--- config.mk ---
export PLATFORM = sky130hd
export DESIGN_NAME = tcce_addr_unit
export DESIGN_NICKNAME = d
export VERILOG_FILES = /design/src/rtl/tcce_pkg.sv /design/src/rtl/tcce_addr_unit.sv
export SDC_FILE = /design/constraint.sdc
export NUM_CORES = 1
export LEC_CHECK = 0
export BUFFER_PORTS_ARGS = -buffer_cell sky130_fd_sc_hd__buf_4
export CORE_MARGIN = 3
export CORE_UTILIZATION = 46
export DETAILED_ROUTE_END_ITERATION = 16
export MAX_ROUTING_LAYER = met4
export PLACE_DENSITY = 0.8
export REMOVE_ABC_BUFFERS = 1
export SYNTH_ARGS = -nofsm -noshare
export SYNTH_HDL_FRONTEND = slang
export SYNTH_SLANG_ARGS = --single-unit
--- constraint.sdc ---
create_clock -name vclk -period 4.8
set_input_delay 0.48 -clock vclk [all_inputs]
set_output_delay 0.48 -clock vclk [all_outputs]
set_load 0.005 [all_outputs]
--- src/rtl/tcce_pkg.sv ---
// Shared types, geometry constants and character codes for the text console engine.
package tcce_pkg;

   localparam int COLUMNS = 80;
   localparam int ROWS    = 25;
   localparam int CELLS   = ROWS * COLUMNS;

   localparam int ROW_W  = $clog2(ROWS);
   localparam int COL_W  = $clog2(COLUMNS);
   localparam int ADDR_W = $clog2(CELLS);
   localparam int CELL_W = 16;

   localparam logic [7:0] CH_NEWLINE   = 8'd10;
   localparam logic [7:0] CH_BACKSPACE = 8'd8;
   localparam logic [7:0] CH_TAB       = 8'd9;
   localparam logic [7:0] CH_SPACE     = 8'h20;
   localparam logic [7:0] ATTR_RESET   = 8'h07;

   localparam logic MODE_WRITE = 1'b0;
   localparam logic MODE_READ  = 1'b1;

   typedef enum logic [2:0] {
      ST_CLEAR,
      ST_IDLE,
      ST_EXEC,
      ST_READ,
      ST_SCROLL
   } state_type;

   typedef struct packed {
      logic       mode;
      logic [7:0] char_code;
      logic [4:0] read_row;
      logic [6:0] read_column;
   } req_type;

   typedef struct packed {
      logic [4:0]  cursor_row;
      logic [6:0]  cursor_column;
      logic [15:0] cell_value;
      logic        scrolled;
   } rsp_type;

   function automatic logic [CELL_W-1:0] make_cell(input logic [7:0] ch, input logic [7:0] attr);
      return {attr, ch};
   endfunction

endpackage

--- src/rtl/tcce_addr_unit.sv ---
// Shared address unit: maps a screen row through the scroll origin and forms the cell address.
module tcce_addr_unit (
   input  logic [tcce_pkg::ROW_W-1:0]  row,
   input  logic [tcce_pkg::COL_W-1:0]  column,
   input  logic [tcce_pkg::ROW_W-1:0]  top_row,
   output logic [tcce_pkg::ADDR_W-1:0] addr
);

   logic [tcce_pkg::ROW_W:0]   row_sum;
   logic [tcce_pkg::ROW_W:0]   row_wrap;
   logic [tcce_pkg::ROW_W-1:0] phys_row;

   always_comb begin
      row_sum = {1'b0, row} + {1'b0, top_row};
      if (row_sum >= (tcce_pkg::ROW_W+1)'(tcce_pkg::ROWS)) begin
         row_wrap = row_sum - (tcce_pkg::ROW_W+1)'(tcce_pkg::ROWS);
      end else begin
         row_wrap = row_sum;
      end
      phys_row = row_wrap[tcce_pkg::ROW_W-1:0];
      addr = tcce_pkg::ADDR_W'(phys_row) * tcce_pkg::ADDR_W'(tcce_pkg::COLUMNS)
           + tcce_pkg::ADDR_W'(column);
   end

endmodule

==> metrics.cfg, run 1 <==
[logic_synthesis]
syn-cell-area_um2 = 661
synth_warnings = 0
seq_area_frac_synth = 0
yosysTopAreaCell = ha_1
avgSynthCellArea_um2 = 8.47
yosysUniqueCellTypes = 30
netlist_top_cells_area = ha_1 (30%), xnor2_1 (11%), fa_1 (9.1%)
synthCells = 78
synth_top_cell_area_share = 0.303

[setup_path]
path_max_fanout = 3
end_kind = output port
cp-endpoint = addr[10]
crit_type = primary input to output port
crit_arrival_ns = 4.46
startpoint_type = primary input
required_ns = 4.32
critPathLaunch = top_row[0]

[timing]
finalCritPeriodShare = 1.03
drv_slew = 0
timing.final.ws_setup_ns = -0.144
slew_headroom = 0.721
tightest_slew_ns = 0.413
max_clock_freq_ghz = 0.202
rsz0062_at_grt = true
min_period_ns = 4.94
hold_viol_final = 0
setup_violations = 2

[place]
portBuffers = 20
dpl_worst_slack_ns = -0.375
dp_hpwl_um = 1360
place.gp.congestion = 0.796

[flow_run]
max_cap_violations = 0

[global_routing]
grt_max_degree = 6
grt_overflow = 0
grt_pass1_vias = 775
grt_usage = 0.229
grt_first_pass_wirelength_um = 3260
grt_antenna_before_repair = 0

[layout]
clkbuf_count = 0
num-nets-final = 156
nFillCells = 60
layout-drive-gt1-share = 0.559
multi_input_area_um2 = 753
n_antenna_cell = 0
area_delta_synth_final_pct = 71.8
seqCellArea_um2 = 0
flops_and_latches = 0

[clock_network]
postCtsHoldBufs = 0

[routing]
wl_um = 2480
drtIter0Drc = 30
post_drt_wl_per_cell_um = 18.7
firstDrtPassIters = 4
drc = 0
ant_nets = 0
viasPerCell = 5.89
vias = 784

[floorplan]
die_x_um = 43.9
rows = 13
die-area_um2 = 1930
io_pins = 28
dieHeight_um = 43.9
coreArea_um2 = 1320
start_util = 0.501

[pwr]
leakage_nw = 0.553
peakVddDrop_mv = 0.413
power.total_mw = 0.657
powerDensity_nw_per_um2 = 579

[run_status]
status = finished, violations left
violations = setup timing

[hold_path]
holdCritPathClass = primary input to output port

-- worst max-delay path: stages --
cell and delay (ns):
buf_6 0.10, ha_4 0.16, fa_1 0.50, inv_2 0.14, ha_4 0.17, inv_4 0.04
o31a_1 0.27, a41o_1 0.29, buf_4 0.16, o21ai_1 0.17, xnor2_1 0.14, ha_2 0.23
ha_4 0.17, fa_1 0.55, nand2_2 0.10, nor2b_4 0.14, o21ai_2 0.07, a221oi_2 0.30
xnor2_1 0.15, buf_4 0.13
-- cell type report --
| type | count | share of cell area |
|---|---|---|
| inverters | 5 | 0.0187 |
| well taps | 15 | 0.0165 |
| multi-input cells | 69 | 0.664 |
| repair buffers | 44 | 0.301 |
-- timing repair --
item | CTS | global route
endpoints found under the setup margin | 1 | 2
resized for setup | 23 | 10
pin swaps | 13 | 13
setup buffers | 7 | 2
-- worst min-delay path by stage --
stage               depth (start not counted)  startpoint  slack [ns]  endpoint
floorplan                                   0   column[0]        0.96   addr[0]
global placement                            0   column[0]        0.96   addr[0]
detailed placement                          0   column[0]        0.96   addr[0]
CTS                                         0   column[0]        0.96   addr[0]
global route                                0   column[0]        0.96   addr[0]
finish                                      0   column[2]        0.96   addr[2]
-- Yosys cell counts --
cell       count
a21o_1         2
buf_4          4
nor3b_1        1
nor3_1         1
nor2b_1        3
xnor2_1        8
nand2_1        3
o21ai_0        4
and3_1         1
inv_1          5
mux2_1         1
a21o_2         1
or3_1          1
o21ai_1        1
and2_1         1
o2bb2ai_1      1
nor2_2         1
o32ai_1        1
a221oi_1       1
o21a_1         1
fa_1           3
nor2_1         2
nor4_1         1
a211o_1        3
o31a_1         1
xor2_1         2
a21oi_1        6
mux2i_2        1
a41o_1         1
ha_1          16
-- per-stage QoR --
stage | hold slack (ns) | util | TNS (ns) | instance area (um2) | cells
finish | 0.960 | 0.861 | -0.260 | 1130 | 133
global route | 0.960 | 0.861 | -0.393 | 1130 | 133
CTS | 0.960 | 0.816 | -0.0529 | 1070 | 132
detailed placement | 0.960 | 0.698 | -0.375 | 920 | 125
global placement | 0.960 | 0.698 | -0.247 | 920 | 125
floorplan | 0.960 | - | 0 | 631 | 74
-- per-layer routing --
layer,part of all wire,global-route usage,up-vias
met4,0.020,0.0602,0
met5,0,-,-
met2,0.53,0.448,38
met1,0.38,0.239,377
li1,-,-,365
met3,0.069,0.0166,4
-- cell usage in the layout, fill, tap and decap left out, types with 2 or more instances in the layout --
| master | n |
|---|---|
| a21o_1 | 2 |
| buf_6 | 3 |
| ha_4 | 5 |
| a211o_1 | 3 |
| buf_4 | 41 |
| nor2b_1 | 2 |
| nand2_1 | 2 |
| xnor2_1 | 6 |
| xnor2_2 | 2 |
| fa_1 | 3 |
| xor2_1 | 2 |
| ha_1 | 10 |
| o21ai_0 | 2 |
| inv_1 | 3 |
| o21ai_1 | 2 |
| a21oi_1 | 6 |
-- cell families (layout without fill, tap and decap cells) --
logic type,Yosys count,count (layout),synth area share
AO/OA/AOI/OAI,23,23,0.239
adder cells (fa/ha/maj),19,19,0.394
AND/OR/NAND/NOR,15,15,0.123
XOR/XNOR,10,10,0.133
buffers and inverters,9,49,0.0739
multiplexers,2,2,0.0379
-- where the power goes --
group / switching (mW) / internal [mW]
combinational: 0.283 / 0.374
sequential: 0 / 0
clock: 0 / 0
Note: power is estimated with default switching activity, not from simulation.
==> run 2: changes to the inputs <==
--- a/config.mk
+++ b/config.mk
@@ -10,8 +10,7 @@
 export CORE_UTILIZATION = 46
 export DETAILED_ROUTE_END_ITERATION = 16
 export MAX_ROUTING_LAYER = met4
-export PLACE_DENSITY = 0.8
-export REMOVE_ABC_BUFFERS = 1
+export PLACE_DENSITY_LB_ADDON = 0.3
 export SYNTH_ARGS = -nofsm -noshare
 export SYNTH_HDL_FRONTEND = slang
 export SYNTH_SLANG_ARGS = --single-unit
==> metrics.cfg, run 2 (synthesized netlist as in run 1, its figures left out) <==
[floorplan]
die-area_um2 = 1930  ; unchanged
coreArea_um2 = 1320  ; unchanged
die_x_um = 43.9  ; unchanged
start_util = 0.501  ; unchanged
rows = 13  ; unchanged
io_pins = 28  ; unchanged
dieHeight_um = 43.9  ; unchanged

[setup_path]
end_kind = output port
cp-endpoint = addr[10]
critPathLaunch = row[0]
required_ns = 4.32  ; about the same
path_max_fanout = 3  ; unchanged
crit_type = primary input to output port
crit_arrival_ns = 4.40  ; -0.06 ns
startpoint_type = primary input

[pwr]
leakage_nw = 0.583  ; +5.5%
peakVddDrop_mv = 0.356  ; -14%
powerDensity_nw_per_um2 = 585  ; +1.0%

[clock_network]
postCtsHoldBufs = 0  ; unchanged

[hold_path]
holdCritPathClass = primary input to output port
hold_depth = 0  ; unchanged

[timing]
min_period_ns = 4.88  ; -0.0679 ns
finalCritPeriodShare = 1.02  ; -0.0142
slew_headroom = 0.540  ; -0.181
hold_viol_final = 0  ; unchanged
setup_violations = 1  ; -1
drv_slew = 0  ; unchanged
tightest_slew_ns = 0.682  ; +0.269 ns
setup_tns_ns = -0.0756  ; +0.185 ns
rsz0062_at_grt = true
timing.final.ws_setup_ns = -0.0756  ; +0.0679 ns
max_clock_freq_ghz = 0.205  ; +1.4%

[layout]
layout_commonest_cell = buf_4
layout.cells.non_filler = 138  ; +3.8%
num-nets-final = 161  ; +3.2%
final_cell_mix = buf_4 (47), ha_1 (10), a21oi_1 (6)
flops_and_latches = 0  ; unchanged
area_delta_synth_final_pct = 77.7
final_util = 0.891  ; +0.0294
n_antenna_cell = 0  ; unchanged
seqCellArea_um2 = 0  ; unchanged
layout-drive-gt1-share = 0.585  ; +0.0260
clkbuf_count = 0  ; unchanged

[routing]
vias = 788  ; +0.51%
wl_um = 2470  ; -0.28%
drc = 0  ; unchanged
ant_nets = 0  ; unchanged
drtIter0Drc = 11  ; -63%
firstDrtPassIters = 4  ; unchanged
post_drt_wl_per_cell_um = 17.9  ; -3.9%
viasPerCell = 5.71  ; -3.1%

[run_status]
violations = setup timing
status = finished, violations left

[global_routing]
grt_pass1_vias = 769  ; -0.77%
grt_antenna_before_repair = 0  ; unchanged
grt_usage = 0.214  ; -0.0154
grt_overflow = 0  ; unchanged
grt_first_pass_wirelength_um = 3110  ; -4.8%
grt_max_degree = 6  ; unchanged

[place]
portBuffers = 20  ; unchanged
dpl.cell_count = 121  ; -3.2%
dp_hpwl_um = 1240  ; -8.2%
place.gp.congestion = 0.767  ; -3.7%

[logic_synthesis]
synth_nets = 114

[flow_run]
max_cap_violations = 0  ; unchanged

## run 2: routing by layer
| layer | vias up | GRT usage | wire length [um] |
|---|---|---|---|
| met1 | 385 | 0.232 | 995 |
| met4 | 0 | 0.0482 | 71 |
| met3 | 6 | 0.00830 | 97 |
| met5 | - | - | 0 |
| li1 | 376 | - | - |
| met2 | 21 | 0.416 | 1310 |
## run 2: worst max-delay path: stages
cell      delay [ns]
buf_6           0.10
ha_4            0.15
fa_1            0.49
inv_2           0.13
ha_4            0.17
inv_4           0.04
o31a_1          0.26
a41o_1          0.27
nor2_2          0.15
mux2_4          0.34
ha_4            0.23
ha_4            0.16
fa_1            0.51
nand2_2         0.09
nor2b_4         0.17
o21ai_1         0.13
a221oi_2        0.26
xnor2_1         0.15
buf_4           0.13
## run 2: cell type report
class / instances / area [um2]
repair buffers: 49 / 375
inverters: 5 / 21.3
fillers: 59 / 144
multi-input cells: 69 / 758
well taps: 15 / 18.8
## run 2: worst min path at each step
stage	end	slack, ns	from
after floorplan	addr[0]	1.04	column[0]
after global placement	addr[3]	0.96	column[3]
after detailed placement	addr[3]	0.96	column[3]
after CTS	addr[3]	0.96	column[3]
after global routing	addr[1]	0.96	column[1]
final	addr[0]	0.96	column[0]
## run 2: what timing repair did
item | CTS | global route
buffers inserted | 8 | 9
endpoints found under the setup margin | 1 | 2
pin swaps | 14 | 17
resized for setup | 20 | 13
## run 2: metrics by stage
step,hold slack [ns],power [mW],area (um2),setup WS (ns)
after global placement,0.960,0.436,890,-0.252
final,0.960,0.687,1170,-0.0756
after CTS,0.960,0.550,1040,-0.0212
after detailed placement,0.960,0.447,890,-0.364
after floorplan,1.04,0.264,661,0.0118
after global routing,0.960,0.730,1170,-0.205
## run 2: report_power, final
part	leakage (nW)	total [mW]	switching (mW)	internal, mW
Clock	0	0	0	0
Sequential	0	0	0	0
Combinational	0.583	0.687	0.299	0.388
==> run 3: changes to the inputs <==
--- a/config.mk
+++ b/config.mk
@@ -6,9 +6,10 @@
 export NUM_CORES = 1
 export LEC_CHECK = 0
 export BUFFER_PORTS_ARGS = -buffer_cell sky130_fd_sc_hd__buf_4
-export CORE_MARGIN = 3
-export CORE_UTILIZATION = 46
+export CAP_MARGIN = 20
+export CORE_AREA = 3 3 40 42
 export DETAILED_ROUTE_END_ITERATION = 16
+export DIE_AREA = 0 0 43 45
 export MAX_ROUTING_LAYER = met4
 export PLACE_DENSITY_LB_ADDON = 0.3
 export SYNTH_ARGS = -nofsm -noshare
==> constraint.sdc (replaced) <==
create_clock -name vclk -period 6.3
set_input_delay 0.63 -clock vclk [all_inputs]
set_output_delay 0.63 -clock vclk [all_outputs]
set_load 0.005 [all_outputs]
==> metrics.cfg, run 3 (synthesized netlist as in run 1, its figures left out) <==
[timing]
slew_headroom = 0.601  ; +0.0605
max_clock_freq_ghz = 0.178
finalCritPeriodShare = 0.893
timing.final.ws_setup_ns = 0.676  ; +0.752 ns
drv_slew = 0  ; unchanged
min_period_ns = 5.62
setup_tns_ns = 0  ; +0.0756 ns
tightest_slew_ns = 0.592  ; -0.0897 ns
hold_viol_final = 0  ; unchanged
rsz0062_at_grt = false
setup_violations = 0  ; -1

[layout]
final_cell_mix = buf_4 (20), ha_1 (16), xnor2_1 (8)
layout-drive-gt1-share = 0.245  ; -0.341
n_antenna_cell = 0  ; unchanged
seqCellArea_um2 = 0  ; unchanged
flops_and_latches = 0  ; unchanged
layout_commonest_cell = buf_4
area_delta_synth_final_pct = 21.0
layout.cells.non_filler = 109  ; -21%
clkbuf_count = 0  ; unchanged
num-nets-final = 132  ; -18%

[routing]
ant_nets = 0  ; unchanged
wl_met2_um = 614  ; -53%
vias = 620  ; -21%
routed.top_layer = met4
wl_met3_um = 82  ; -15%
viasPerCell = 5.69  ; -0.39%
drc = 0  ; unchanged
met1_length_um = 575  ; -42%
wl_um = 1280  ; -48%
drtIter0Drc = 5  ; -6
firstDrtPassIters = 4  ; unchanged
post_drt_wl_per_cell_um = 11.8  ; -34%

[place]
portBuffers = 20  ; unchanged
dpl.cell_count = 109  ; -9.9%
dpl_worst_slack_ns = 0.683  ; +1.05 ns
place.gp.congestion = 0.786  ; +2.5%
dp_hpwl_um = 1150  ; -7.4%

[pwr]
leakage_nw = 0.409  ; -30%
powerDensity_nw_per_um2 = 384  ; -34%
p_switching_mw = 0.138  ; -54%
p_comb_frac = 1.000  ; about the same
p_clk_frac = 0  ; unchanged
p_seq_frac = 0  ; unchanged
peakVddDrop_mv = 0.176  ; -50%
p_int_mw = 0.169  ; -56%
swShare = 0.450  ; +0.0150

[clock_network]
postCtsHoldBufs = 0  ; unchanged
post_cts.repair.setup_buffers = 0  ; -8
cts_resized = 0  ; -100%

[floorplan]
rows = 13  ; unchanged
start_util = 0.514  ; +0.0127
die-area_um2 = 1940  ; +0.43%
dieHeight_um = 45  ; +2.5%
io_pins = 28  ; unchanged
die_x_um = 43  ; -2.0%
coreArea_um2 = 1280  ; -2.5%

[setup_path]
startpoint_type = primary input
crit_type = primary input to output port
path_max_fanout = 3  ; unchanged
end_kind = output port
crit_arrival_ns = 4.99  ; +0.59 ns
required_ns = 5.67  ; +1.35 ns

[flow_run]
max_cap_violations = 0  ; unchanged

[global_routing]
grt_pass1_vias = 576  ; -25%
grt_max_degree = 8  ; +2
grt_usage = 0.134  ; -0.0800
grt_overflow = 0  ; unchanged
grt_antenna_before_repair = 0  ; unchanged
grt_first_pass_wirelength_um = 2100  ; -32%

[logic_synthesis]
synth_nets = 114  ; unchanged

[hold_path]
holdCritPathClass = primary input to output port

[run_status]
status = finished clean

[run 3: changes by cell type in the layout (fill, tap and decap cells not counted), moves of 2 or more]
cell / previous run / this run
buf_6: 2 / 0
ha_1: 10 / 16
ha_4: 5 / 0
o21ai_0: 2 / 4
buf_4: 47 / 20
xnor2_2: 3 / 0
inv_1: 3 / 5
xnor2_1: 5 / 8
o21ai_2: 2 / 0
[run 3: area by class of cell]
cell class                      instances  area [um2]
Fill cell                             109         485
Inverter                                5        18.8
Multi-Input combinational cell         69         612
Tap cell                               15        18.8
Timing Repair Buffer                   20         150
[run 3: per-stage QoR]
stage | hold WS [ns] | area (um2) | utilization | total power, mW
4_1_cts | 1.26 | 800 | 0.622 | 0.310
6_report | 1.26 | 800 | 0.622 | 0.307
3_3_place_gp | 1.26 | 800 | 0.622 | 0.302
5_1_grt | 1.26 | 800 | 0.622 | 0.341
2_1_floorplan | 1.34 | 661 | - | 0.201
3_5_place_dp | 1.26 | 800 | 0.622 | 0.308
[run 3: layer usage]
layer	global-route usage	vias to the layer above
met5	-	-
met4	0.0120	0
met3	0.00398	4
met2	0.246	18
met1	0.171	282
li1	-	316
[run 3: worst max-delay path: stages]
cell	delay, ns
buf_4	0.11
ha_1	0.22
fa_1	0.54
inv_1	0.08
ha_1	0.22
o31a_1	0.30
a41o_1	0.28
nor2_2	0.14
mux2_1	0.41
ha_1	0.30
ha_1	0.24
fa_1	0.53
nand2_1	0.08
nor2b_1	0.18
o21ai_0	0.11
a221oi_1	0.34
xnor2_1	0.17
buf_4	0.13
[run 3: path summary, 6_finish.rpt]
path	cells past startpoint	slack, ns	to	startpoint
max	18	0.68	addr[10]	row[0]
min	0	1.26	addr[1]	column[1]
[run 3: power by group through the flow]
stage          Combinational [mW]  Clock, mW  Sequential, mW
2_1_floorplan               0.201          0               0
3_3_place_gp                0.302          0               0
3_5_place_dp                0.308          0               0
4_1_cts                     0.310          0               0
5_1_grt                     0.341          0               0
6_report                    0.307          0               0
